<file path="config.mk">
export PLATFORM = sky130hd
export DESIGN_NAME = terminal_key_sequence_decoder_top
export DESIGN_NICKNAME = d
export VERILOG_FILES = /design/src/rtl/core/tksd_pkg.sv /design/src/rtl/core/tksd_decode.sv /design/src/rtl/core/terminal_key_sequence_decoder_top.sv
export SDC_FILE = /design/constraint.sdc
export NUM_CORES = 1
export LEC_CHECK = 0
export ABC_AREA = 1
export BUFFER_PORTS_ARGS = -buffer_cell sky130_fd_sc_hd__buf_2
export CAP_MARGIN = 20
export CORE_MARGIN = 2
export CORE_UTILIZATION = 59
export DETAILED_ROUTE_END_ITERATION = 12
export PLACE_DENSITY = 0.82
export SLEW_MARGIN = 10
export SYNTH_ARGS = -nofsm -noshare
export SYNTH_HDL_FRONTEND = slang
export SYNTH_SLANG_ARGS = --single-unit
</file>
<file path="constraint.sdc">
create_clock -name clk -period 3.7 [get_ports clk]
set_clock_uncertainty 0.05 [all_clocks]
set_input_delay 0.185 -clock clk [delete_from_list [all_inputs] [get_ports clk]]
set_output_delay 0.185 -clock clk [all_outputs]
set_load 0.1 [all_outputs]
</file>
<file path="src/rtl/core/tksd_pkg.sv">
// package for the terminal key sequence decoder: types, key codes, constants
// no dependencies
package tksd_pkg;

    typedef enum logic [4:0] {
        PH_IDLE  = 5'b00001,
        PH_ESC   = 5'b00010,
        PH_CSI   = 5'b00100,
        PH_DIGIT = 5'b01000,
        PH_UTF8  = 5'b10000
    } phase_t;

    localparam logic [3:0] KT_ESC       = 4'd0;
    localparam logic [3:0] KT_UP        = 4'd1;
    localparam logic [3:0] KT_DOWN      = 4'd2;
    localparam logic [3:0] KT_RIGHT     = 4'd3;
    localparam logic [3:0] KT_LEFT      = 4'd4;
    localparam logic [3:0] KT_HOME      = 4'd5;
    localparam logic [3:0] KT_END       = 4'd6;
    localparam logic [3:0] KT_TAB       = 4'd7;
    localparam logic [3:0] KT_PAGE_UP   = 4'd8;
    localparam logic [3:0] KT_PAGE_DOWN = 4'd9;
    localparam logic [3:0] KT_UNKNOWN   = 4'd10;
    localparam logic [3:0] KT_RETURN    = 4'd11;
    localparam logic [3:0] KT_ERASE     = 4'd12;
    localparam logic [3:0] KT_CONTROL   = 4'd13;
    localparam logic [3:0] KT_TEXT      = 4'd14;

    localparam logic [2:0] DIG_OTHER = 3'd0;
    localparam logic [2:0] DIG_ONE   = 3'd1;
    localparam logic [2:0] DIG_FOUR  = 3'd2;
    localparam logic [2:0] DIG_FIVE  = 3'd3;
    localparam logic [2:0] DIG_SIX   = 3'd4;

    localparam logic       OP_BYTE = 1'b0;
    localparam logic       OP_TICK = 1'b1;

    localparam int         CP_W = 21;
    localparam logic [CP_W-1:0] BAD_CP = 21'h00FFFD;
    localparam logic [15:0] TIMEOUT_RESET = 16'd30;
    localparam logic [15:0] TICK_MAX      = 16'hFFFF;

    typedef struct packed {
        phase_t          phase;
        logic [2:0]      digit;
        logic [CP_W-1:0] acc;
        logic [1:0]      remaining;
        logic            malformed;
        logic [15:0]     ticks;
    } state_t;

    typedef struct packed {
        logic            valid;
        logic [3:0]      key;
        logic [CP_W-1:0] cp;
    } result_t;

endpackage

</file>
<file path="src/rtl/core/tksd_decode.sv">
// next-state and result logic for one transaction of the key decoder
// depends on tksd_pkg
module tksd_decode
(
    input  tksd_pkg::state_t  st,
    input  logic              opcode,
    input  logic [7:0]        byte_value,
    input  logic [15:0]       timeout_ticks,
    output tksd_pkg::state_t  st_next,
    output tksd_pkg::result_t res
);

    logic [15:0]               ticks_inc;
    logic                      is_cont;
    logic                      bad_next;
    logic [1:0]                rem_next;
    logic [tksd_pkg::CP_W-1:0] acc_next;

    assign ticks_inc = (st.ticks == tksd_pkg::TICK_MAX) ? st.ticks : st.ticks + 16'd1;
    assign is_cont   = (byte_value[7:6] == 2'b10);
    assign bad_next  = st.malformed | ~is_cont;
    assign rem_next  = (st.remaining != 2'd0) ? st.remaining - 2'd1 : 2'd0;
    assign acc_next  = (is_cont && !st.malformed)
                     ? {st.acc[tksd_pkg::CP_W-7:0], byte_value[5:0]} : st.acc;

    always_comb
    begin
        st_next   = st;
        res.valid = 1'b0;
        res.key   = tksd_pkg::KT_ESC;
        res.cp    = '0;
        if (opcode == tksd_pkg::OP_TICK)
        begin
            case (st.phase)
                tksd_pkg::PH_ESC, tksd_pkg::PH_CSI, tksd_pkg::PH_DIGIT, tksd_pkg::PH_UTF8:
                begin
                    st_next.ticks = ticks_inc;
                    if (ticks_inc >= timeout_ticks)
                    begin
                        res.valid = 1'b1;
                        if (st.phase == tksd_pkg::PH_DIGIT)
                            res.key = tksd_pkg::KT_UNKNOWN;
                        else if (st.phase == tksd_pkg::PH_UTF8)
                        begin
                            res.key = tksd_pkg::KT_TEXT;
                            res.cp  = tksd_pkg::BAD_CP;
                        end
                    end
                end
                default:
                begin
                    st_next.phase = tksd_pkg::PH_IDLE;
                end
            endcase
        end
        else
        begin
            st_next.ticks = '0;
            case (st.phase)
                tksd_pkg::PH_ESC:
                begin
                    if (byte_value == 8'h5B || byte_value == 8'h4F)
                        st_next.phase = tksd_pkg::PH_CSI;
                    else
                        res.valid = 1'b1;
                end
                tksd_pkg::PH_CSI:
                begin
                    res.valid = 1'b1;
                    case (byte_value)
                        8'h41: res.key = tksd_pkg::KT_UP;
                        8'h42: res.key = tksd_pkg::KT_DOWN;
                        8'h43: res.key = tksd_pkg::KT_RIGHT;
                        8'h44: res.key = tksd_pkg::KT_LEFT;
                        8'h48: res.key = tksd_pkg::KT_HOME;
                        8'h46: res.key = tksd_pkg::KT_END;
                        8'h5A:
                        begin
                            res.key = tksd_pkg::KT_TAB;
                            res.cp  = 21'd1;
                        end
                        default:
                        begin
                            if (byte_value >= 8'h30 && byte_value <= 8'h39)
                            begin
                                res.valid     = 1'b0;
                                st_next.phase = tksd_pkg::PH_DIGIT;
                                case (byte_value)
                                    8'h31:   st_next.digit = tksd_pkg::DIG_ONE;
                                    8'h34:   st_next.digit = tksd_pkg::DIG_FOUR;
                                    8'h35:   st_next.digit = tksd_pkg::DIG_FIVE;
                                    8'h36:   st_next.digit = tksd_pkg::DIG_SIX;
                                    default: st_next.digit = tksd_pkg::DIG_OTHER;
                                endcase
                            end
                            else
                                res.key = tksd_pkg::KT_UNKNOWN;
                        end
                    endcase
                end
                tksd_pkg::PH_DIGIT:
                begin
                    res.valid = 1'b1;
                    res.key   = tksd_pkg::KT_UNKNOWN;
                    if (byte_value == 8'h7E)
                    begin
                        case (st.digit)
                            tksd_pkg::DIG_ONE:  res.key = tksd_pkg::KT_HOME;
                            tksd_pkg::DIG_FOUR: res.key = tksd_pkg::KT_END;
                            tksd_pkg::DIG_FIVE: res.key = tksd_pkg::KT_PAGE_UP;
                            tksd_pkg::DIG_SIX:  res.key = tksd_pkg::KT_PAGE_DOWN;
                            default:            res.key = tksd_pkg::KT_UNKNOWN;
                        endcase
                    end
                end
                tksd_pkg::PH_UTF8:
                begin
                    st_next.malformed = bad_next;
                    st_next.acc       = acc_next;
                    st_next.remaining = rem_next;
                    if (rem_next == 2'd0)
                    begin
                        res.valid = 1'b1;
                        res.key   = tksd_pkg::KT_TEXT;
                        res.cp    = bad_next ? tksd_pkg::BAD_CP : acc_next;
                    end
                end
                default:
                begin
                    st_next.phase = tksd_pkg::PH_IDLE;
                    res.valid     = 1'b1;
                    if (byte_value == 8'h1B)
                    begin
                        res.valid     = 1'b0;
                        st_next.phase = tksd_pkg::PH_ESC;
                    end
                    else if (byte_value == 8'h0D || byte_value == 8'h0A)
                        res.key = tksd_pkg::KT_RETURN;
                    else if (byte_value == 8'h7F || byte_value == 8'h08)
                        res.key = tksd_pkg::KT_ERASE;
                    else if (byte_value == 8'h09)
                        res.key = tksd_pkg::KT_TAB;
                    else if (byte_value < 8'h20)
                    begin
                        res.key = tksd_pkg::KT_CONTROL;
                        res.cp  = {13'd0, 8'h60 + byte_value};
                    end
                    else if (byte_value < 8'h80)
                    begin
                        res.key = tksd_pkg::KT_TEXT;
                        res.cp  = {13'd0, byte_value};
                    end
                    else if (byte_value[7:5] == 3'b110 || byte_value[7:4] == 4'b1110
                             || byte_value[7:3] == 5'b11110)
                    begin
                        res.valid         = 1'b0;
                        st_next.phase     = tksd_pkg::PH_UTF8;
                        st_next.malformed = 1'b0;
                        if (byte_value[7:5] == 3'b110)
                        begin
                            st_next.acc       = {16'd0, byte_value[4:0]};
                            st_next.remaining = 2'd1;
                        end
                        else if (byte_value[7:4] == 4'b1110)
                        begin
                            st_next.acc       = {17'd0, byte_value[3:0]};
                            st_next.remaining = 2'd2;
                        end
                        else
                        begin
                            st_next.acc       = {18'd0, byte_value[2:0]};
                            st_next.remaining = 2'd3;
                        end
                    end
                    else
                    begin
                        res.key = tksd_pkg::KT_TEXT;
                        res.cp  = tksd_pkg::BAD_CP;
                    end
                end
            endcase
        end
        if (res.valid)
        begin
            st_next.phase = tksd_pkg::PH_IDLE;
            st_next.ticks = '0;
        end
    end

endmodule

</file>
<file path="src/rtl/core/terminal_key_sequence_decoder_top.sv">
// a result passes from the input registers through the decode logic into the output registers
// throughput: one transaction per cycle while m_axis_tready stays high
// the rate is set by one decode pass between the input and result registers
// reset: rst_n clears decoder state and valid flags; timeout_ticks returns to 30
// depends on tksd_pkg and tksd_decode
module terminal_key_sequence_decoder_top
(
    input  logic        clk,
    input  logic        rst_n,
    input  logic        s_axis_tvalid,
    output logic        s_axis_tready,
    input  logic [7:0]  s_axis_tdata,   // byte_value
    input  logic        s_axis_tuser,   // opcode
    output logic        m_axis_tvalid,
    input  logic        m_axis_tready,
    output logic [23:0] m_axis_tdata,   // code_point, zero pad
    output logic [3:0]  m_axis_tuser,   // key_type
    input  logic        cfg_valid,
    output logic        cfg_ready,
    input  logic [15:0] cfg_data
);

    logic                      in_valid_reg;
    logic                      in_opcode_reg;
    logic [7:0]                in_byte_reg;
    tksd_pkg::state_t          state_reg;
    tksd_pkg::state_t          state_next;
    tksd_pkg::result_t         res;
    logic                      out_valid_reg;
    logic [3:0]                out_key_reg;
    logic [tksd_pkg::CP_W-1:0] out_cp_reg;
    logic [15:0]               timeout_reg;
    logic                      out_free;
    logic                      advance;

    assign out_free      = !out_valid_reg || m_axis_tready;
    assign advance       = in_valid_reg && out_free;
    assign s_axis_tready = !in_valid_reg || out_free;
    assign cfg_ready     = 1'b1;

    tksd_decode u_decode
    (
        .st            (state_reg),
        .opcode        (in_opcode_reg),
        .byte_value    (in_byte_reg),
        .timeout_ticks (timeout_reg),
        .st_next       (state_next),
        .res           (res)
    );

    always_ff @(posedge clk or negedge rst_n)
    begin
        if (!rst_n)
        begin
            in_valid_reg  <= 1'b0;
            out_valid_reg <= 1'b0;
            timeout_reg   <= tksd_pkg::TIMEOUT_RESET;
            state_reg     <= '{phase: tksd_pkg::PH_IDLE, digit: '0, acc: '0,
                               remaining: '0, malformed: 1'b0, ticks: '0};
        end
        else
        begin
            if (cfg_valid && cfg_ready)
                timeout_reg <= cfg_data;
            if (s_axis_tready)
                in_valid_reg <= s_axis_tvalid;
            if (advance)
                state_reg <= state_next;
            if (out_free)
                out_valid_reg <= advance && res.valid;
        end
    end

    always_ff @(posedge clk)
    begin
        if (s_axis_tvalid && s_axis_tready)
        begin
            in_opcode_reg <= s_axis_tuser;
            in_byte_reg   <= s_axis_tdata;
        end
        if (advance && res.valid)
        begin
            out_key_reg <= res.key;
            out_cp_reg  <= res.cp;
        end
    end

    assign m_axis_tvalid = out_valid_reg;
    assign m_axis_tuser  = out_key_reg;
    assign m_axis_tdata  = {3'd0, out_cp_reg};

endmodule

</file>
[Yosys cells after proc, flatten, opt, wreduce, memory -nomap -nowiden]
Index checks and enable logic that the tools add are counted.
Word-level totals
  register bits after elaboration: 100
  input bits: 30
  output and inout bits: 31
  logic and storage cells: 165
Cells by class
  reduce and logical (&&, ||, !) cells: 27
  eq/ne operators: 45
  bitwise logic cells: 5
  add/sub/neg operators: 3
  magnitude comparators: 5
  mux-type cells: 67
Operators with widths (number)
  $mux 24: 7
  $mux 21: 6
  $mux 25: 5
  $mux 26: 4
  $eq 8x7->1 const B: 11
  $mux 16: 4
  $pmux 21 s3: 1
  $mux 5: 11
  $pmux 24 s2: 1
  $eq 8x4->1 const B: 4
  $eq 8x6->1 const B: 4
  $pmux 4 s4: 2
  $pmux 4 s7: 1
  $mux 4: 6
  $add 16x1->16 const B: 1
  $eq 16x16->1 const B: 1
  $ge 16x16->1: 1
  $mux 8: 2
  $pmux 5 s3: 1
  $ne 2x1->1 const B: 6
  $pmux 3 s4: 1
  $mux 1: 11
  $eq 5x5->1 const B: 2
  $reduce_and 10->1: 1
  other kinds (37): 58

[Logic depth before layout (Yosys ltp)]
  depth after elaboration: 14
  mapped depth: 23
  gate-level depth less buffers: 23

[Modules after synthesis]
Synthesis repeated with hierarchy kept, for this count alone.
Unflattened totals
  cell total of the unflattened synthesis: 957
  area, all modules: 6825.3 sq um
Modules (own cells, without submodules)
  terminal_key_sequence_decoder_top: area each 3683.5 sq um, times used 1, cells an instance 328, seq. area each 2678.8 sq um
  tksd_decode: area each 3141.8 sq um, times used 1, cells an instance 629, seq. area each 0.0 sq um

[Worst setup path before layout]
OpenSTA, ideal clock, no wires.
  path kind: register to register
  from: reg state_reg[0] (netlist bit)
  to: reg out_key_reg[0], in the netlist m_axis_tuser[0] (enable)
  path buffers: 1
  data arrival time: 2.906 ns
  library setup time: 0.380 ns
  setup slack: 0.364 ns
  stages on the path, launching flop included: 19
  clock period less this slack: 3.336 ns
  data required time: 3.270 ns
  cells stage by stage: dfrtp_1 > ha_1 > nand2_1 > inv_1 > nand2_1 > or2_2 > nor2_4 > inv_1 > buf_2 > nand2_1 > ha_1 > nand2_1 > nor3_1 > nand3_1 > nand3_1 > nand3_1 > nand2_1 > nand2_1 > inv_1
On the way
  cells in the longest elaborated chain, start to end: 7
  elaborated cells between the ends (all ways): 8
  classes of those cells: add/sub: 1; order compare: 1; eq/ne: 1; mux: 4; reduce/logical: 1
Ends and longest elaborated chain
  from (decl): RTL line terminal_key_sequence_decoder_top.sv:26  | tksd_pkg::state_t state_reg;
  from (signal assigned): RTL line terminal_key_sequence_decoder_top.sv:58  | state_reg <= '{phase: tksd_pkg::PH_IDLE, digit: '0, acc: '0,
  from (signal assigned): RTL line terminal_key_sequence_decoder_top.sv:68  | state_reg <= state_next;
  $add 16x1->16 / $eq 16x16->1 (equally long branches): RTL line tksd_decode.sv:19  | assign ticks_inc = (st.ticks == tksd_pkg::TICK_MAX) ? st.ticks : st.ticks + 16'd1;
  $mux 16 *: RTL line tksd_decode.sv:19
  $ge 16x16->1 *: RTL line tksd_decode.sv:38  | if (ticks_inc >= timeout_ticks)
  $mux 26 *: RTL line tksd_decode.sv:38
  $mux 26 *: RTL line tksd_decode.sv:34  | case (st.phase)
  $mux 26 *: RTL line tksd_decode.sv:32  | if (opcode == tksd_pkg::OP_TICK)
  $logic_and 1x1->1 *: RTL line terminal_key_sequence_decoder_top.sv:81  | if (advance && res.valid)
  to (signal assigned): RTL line terminal_key_sequence_decoder_top.sv:83  | out_key_reg <= res.key;
  to (decl): RTL line terminal_key_sequence_decoder_top.sv:30  | logic [3:0] out_key_reg;
Every way passes the cells marked *; elsewhere a longest branch is shown, timed or not.
A chain may end at the register's enable or synchronous reset.

==> results.json <==
{
  "status": "finished clean",
  "synth_top_cell_by_area": "dfrtp_1",
  "area_growth_syn_to_layout_pct": 16.3,
  "ff2ff_setup_slack_ns": 0.21,
  "grt_setup_unrepaired": "no",
  "cts.path.max_buffers": 2,
  "grt.total_usage_pct": 29.6,
  "ir_drop_uv": 250,
  "wirelength_um": 14600,
  "clock_latency_ns": 0.37,
  "diodes": 0,
  "maxSlewViolCount": 0,
  "first_pass_iters": 5,
  "row_count": 35,
  "worstSetupStartpointType": "flop",
  "power.total_mw": 2.54,
  "layout.cells.non_filler": 928,
  "whs_path_depth": 3,
  "cp_slowest_cell": "dfrtp_1",
  "drive_gt1_share_pct": 16.6,
  "pre_cts_ws_ns": 0.0794,
  "post_drt_wl_per_cell_um": 15.7,
  "grt_pass1_vias": 4990,
  "die_w_um": 102,
  "cp_max_fo": 8,
  "pwr-share-comb_pct": 23.2,
  "setup-tns-final_ns": 0,
  "cts_num_sinks": 94,
  "end_kind": "flop",
  "via_count": 5214,
  "post-route-drc-count": 0,
  "routabilityCongestion": 0.985,
  "power_switching_mw": 0.916,
  "io_buffers": 56,
  "p_seq_share_pct": 50.5,
  "cts_buffers": 9,
  "fmax_mhz": 287,
  "synthTopCellsByCount": "nand2_1 (170), inv_1 (85), o21ai_0 (59)",
  "drt-initial-drc-count": 303,
  "post-route-min-period_ns": 3.49,
  "ff2ff_path_depth": 18,
  "root_buffer": "clkbuf_8",
  "reg2reg_to": "out_cp_reg[11]",
  "slowest_delay_ns": 0.39,
  "min-delay-start": "cfg_data[4]",
  "r2r_start": "state_reg[0]",
  "worst_slew_pin_slew_ns": 0.703,
  "ant_nets": 0,
  "swShare_pct": 36.0,
  "ys_async_sr_fraction_pct": 63.8,
  "initial_core_util_pct": 60.8,
  "hold_viol": 0,
  "cts_tree": "yes",
  "htreeDepth": 3,
  "crit_arrival_ns": 3.53,
  "fin_ws_ns": 0.213,
  "num-nets-final": 844,
  "hold_end": "timeout_reg[4]",
  "largest_reg_flops": 42,
  "synth_ff_type": "dfrtp_1",
  "die_h_um": 102,
  "grt_pass1_wl_um": 23800,
  "overflow": 0,
  "dieArea_mm2": 0.0103,
  "synth_edf_count": 34,
  "synth_cell_type_count": 42,
  "synth_area_per_cell_um2": 7.92,
  "p_leak_nw": 3.16,
  "dp_cells": 877,
  "antenna_found_initial": 0,
  "p_clk_share_pct": 26.4,
  "powerDensity_mw_per_mm2": 389,
  "cap_viol_max_count": 0,
  "netlist_area_mm2": 0.00561,
  "synth.top_cell.area_share_pct": 24.5,
  "synthCells": 709,
  "grt_max_degree": 33,
  "placeableCoreArea_mm2": 0.00924,
  "critPathRequiredTime_ns": 3.75,
  "crit_chain": "ha_2 -> nand2_1 -> inv_1 -> nand2_1 -> or2_2 -> nor2_4 -> clkinvlp_4 -> buf_4 -> nand2_1 -> ha_1 -> a21oi_1 -> o21ai_0 -> a21oi_1 -> nand3_2 -> nand3_1 -> inv_1 -> nand2_4 -> o21ai_0",
  "ys_ff_latch": 94,
  "yosys_warnings": 0,
  "yosysSeqAreaShare_pct": 45.0,
  "dp_hpwl_um": 10400,
  "yosys-top-cells-area": "dfrtp_1 (25%), edfxtp_1 (18%), nand2_1 (11%), inv_1 (5.7%), o21ai_0 (5.3%)",
  "path_common_cell": "nand2_1",
  "path_clk_slew_ns": 0.10,
  "worstSetupPathType": "reg2reg",
  "relSlewSlack_pct": 52.8,
  "finalSetupViolCount": 0,
  "internal_power_mw": 1.63,
  "hold_class": "in2reg",
  "pin_count": 61,
  "yosysMostFrequentCell": "nand2_1",
  "post-route-period-util_pct": 94.2,
  "via_per_inst": 5.62
}
==> worst max-delay path, delay by kind of cell, from the launching register on <==
family                     cells  cell delay, ns
and+or+nand+nor                8            1.19
AOI/OAI and AO/OA              4            0.63
buffers and inverters          4            0.48
adders and majority gates      2            0.47
DFF                            1            0.39
==> cells by family (layout without fill, tap and decap cells) <==
| group | Yosys count | after routing | share of synthesized area (%) |
|---|---|---|---|
| other | 2 | 4 | 0.134 |
| and+or+nand+nor | 338 | 339 | 28.0 |
| muxes | 1 | 1 | 0.201 |
| adders and majority gates | 20 | 20 | 4.46 |
| AOI/OAI and AO/OA | 124 | 124 | 12.0 |
| xor gates and xnor gates | 9 | 9 | 1.40 |
| buffers and inverters | 121 | 208 | 8.76 |
| DFF | 94 | 94 | 45.0 |
==> per-stage QoR <==
stage          utilization [%]  hold WS (ns)  cell area (um^2)
6_report                  70.7       0.00673              6530
3_5_place_dp              64.8         0.195              5990
5_1_grt                   70.7       0.00547              6530
3_3_place_gp              64.8         0.172              5990
4_1_cts                   69.6       0.00775              6430
2_1_floorplan                -        -0.161              5620
==> per-layer routing <==
metal,part of all wire [%],GRT usage (%),vias to the layer above
met1,44,41.4,2441
met5,0,0,-
met4,2.1,10.4,0
met3,6.7,4.55,31
li1,-,-,2515
met2,47,47.1,227
==> power by group through the flow <==
stage	registers [mW]	clock network, mW	logic [mW]
finish	1.28	0.670	0.589
floorplan	1.42	0	0.302
CTS	1.28	0.674	0.581
global placement	1.30	0	0.549
global route	1.30	0.717	0.645
detailed placement	1.30	0	0.559
==> area by class of cell <==
| class | instances | area [um^2] |
|---|---|---|
| fill | 739 | 2710 |
| multi-input combinational | 497 | 2620 |
| sequential | 94 | 2530 |
| timing repair buffer | 95 | 658 |
| inverter | 97 | 370 |
| tap | 129 | 161 |
| clock buffer | 9 | 124 |
| clock inverter | 7 | 65.1 |
==> worst max-delay path by stage <==
stage                       to  cells after the start         start  slack [ns]
2_1_floorplan  m_axis_tuser[0]                     18  state_reg[0]        0.36
3_3_place_gp    out_cp_reg[13]                     21  state_reg[0]        0.28
5_1_grt         out_cp_reg[11]                     18  state_reg[1]       0.002
3_5_place_dp    out_cp_reg[11]                     17  state_reg[0]        0.08
6_report        out_cp_reg[11]                     18  state_reg[0]        0.21
4_1_cts         out_cp_reg[11]                     17  state_reg[0]        0.04
==> timing repair <==
item | 4_1_cts | 5_1_grt
gates resized for setup | 0 | 5
endpoints found under the hold margin | 47 | 0
hold buffers | 25 | 0
setup buffers | 0 | 9
endpoints found under the setup margin | 0 | 46
==> placed cells by master, fill, tap and decap left out, types with 8 or more instances in the layout <==
cell,Yosys,routed
a21oi_1,31,31
xor2_1,9,9
buf_4,5,11
inv_1,85,84
dlygate4sd3_1,0,25
edfxtp_1,34,34
nand3_1,55,54
a31oi_1,8,8
nor2_1,49,49
buf_2,7,57
dfrtp_1,55,55
ha_1,20,19
nand2_1,170,169
o21ai_0,59,59
o21ai_1,11,11
nor3_1,17,17
nand4_1,15,15
clkbuf_8,0,9
No activity file was read; power rests on OpenSTA's default activity.
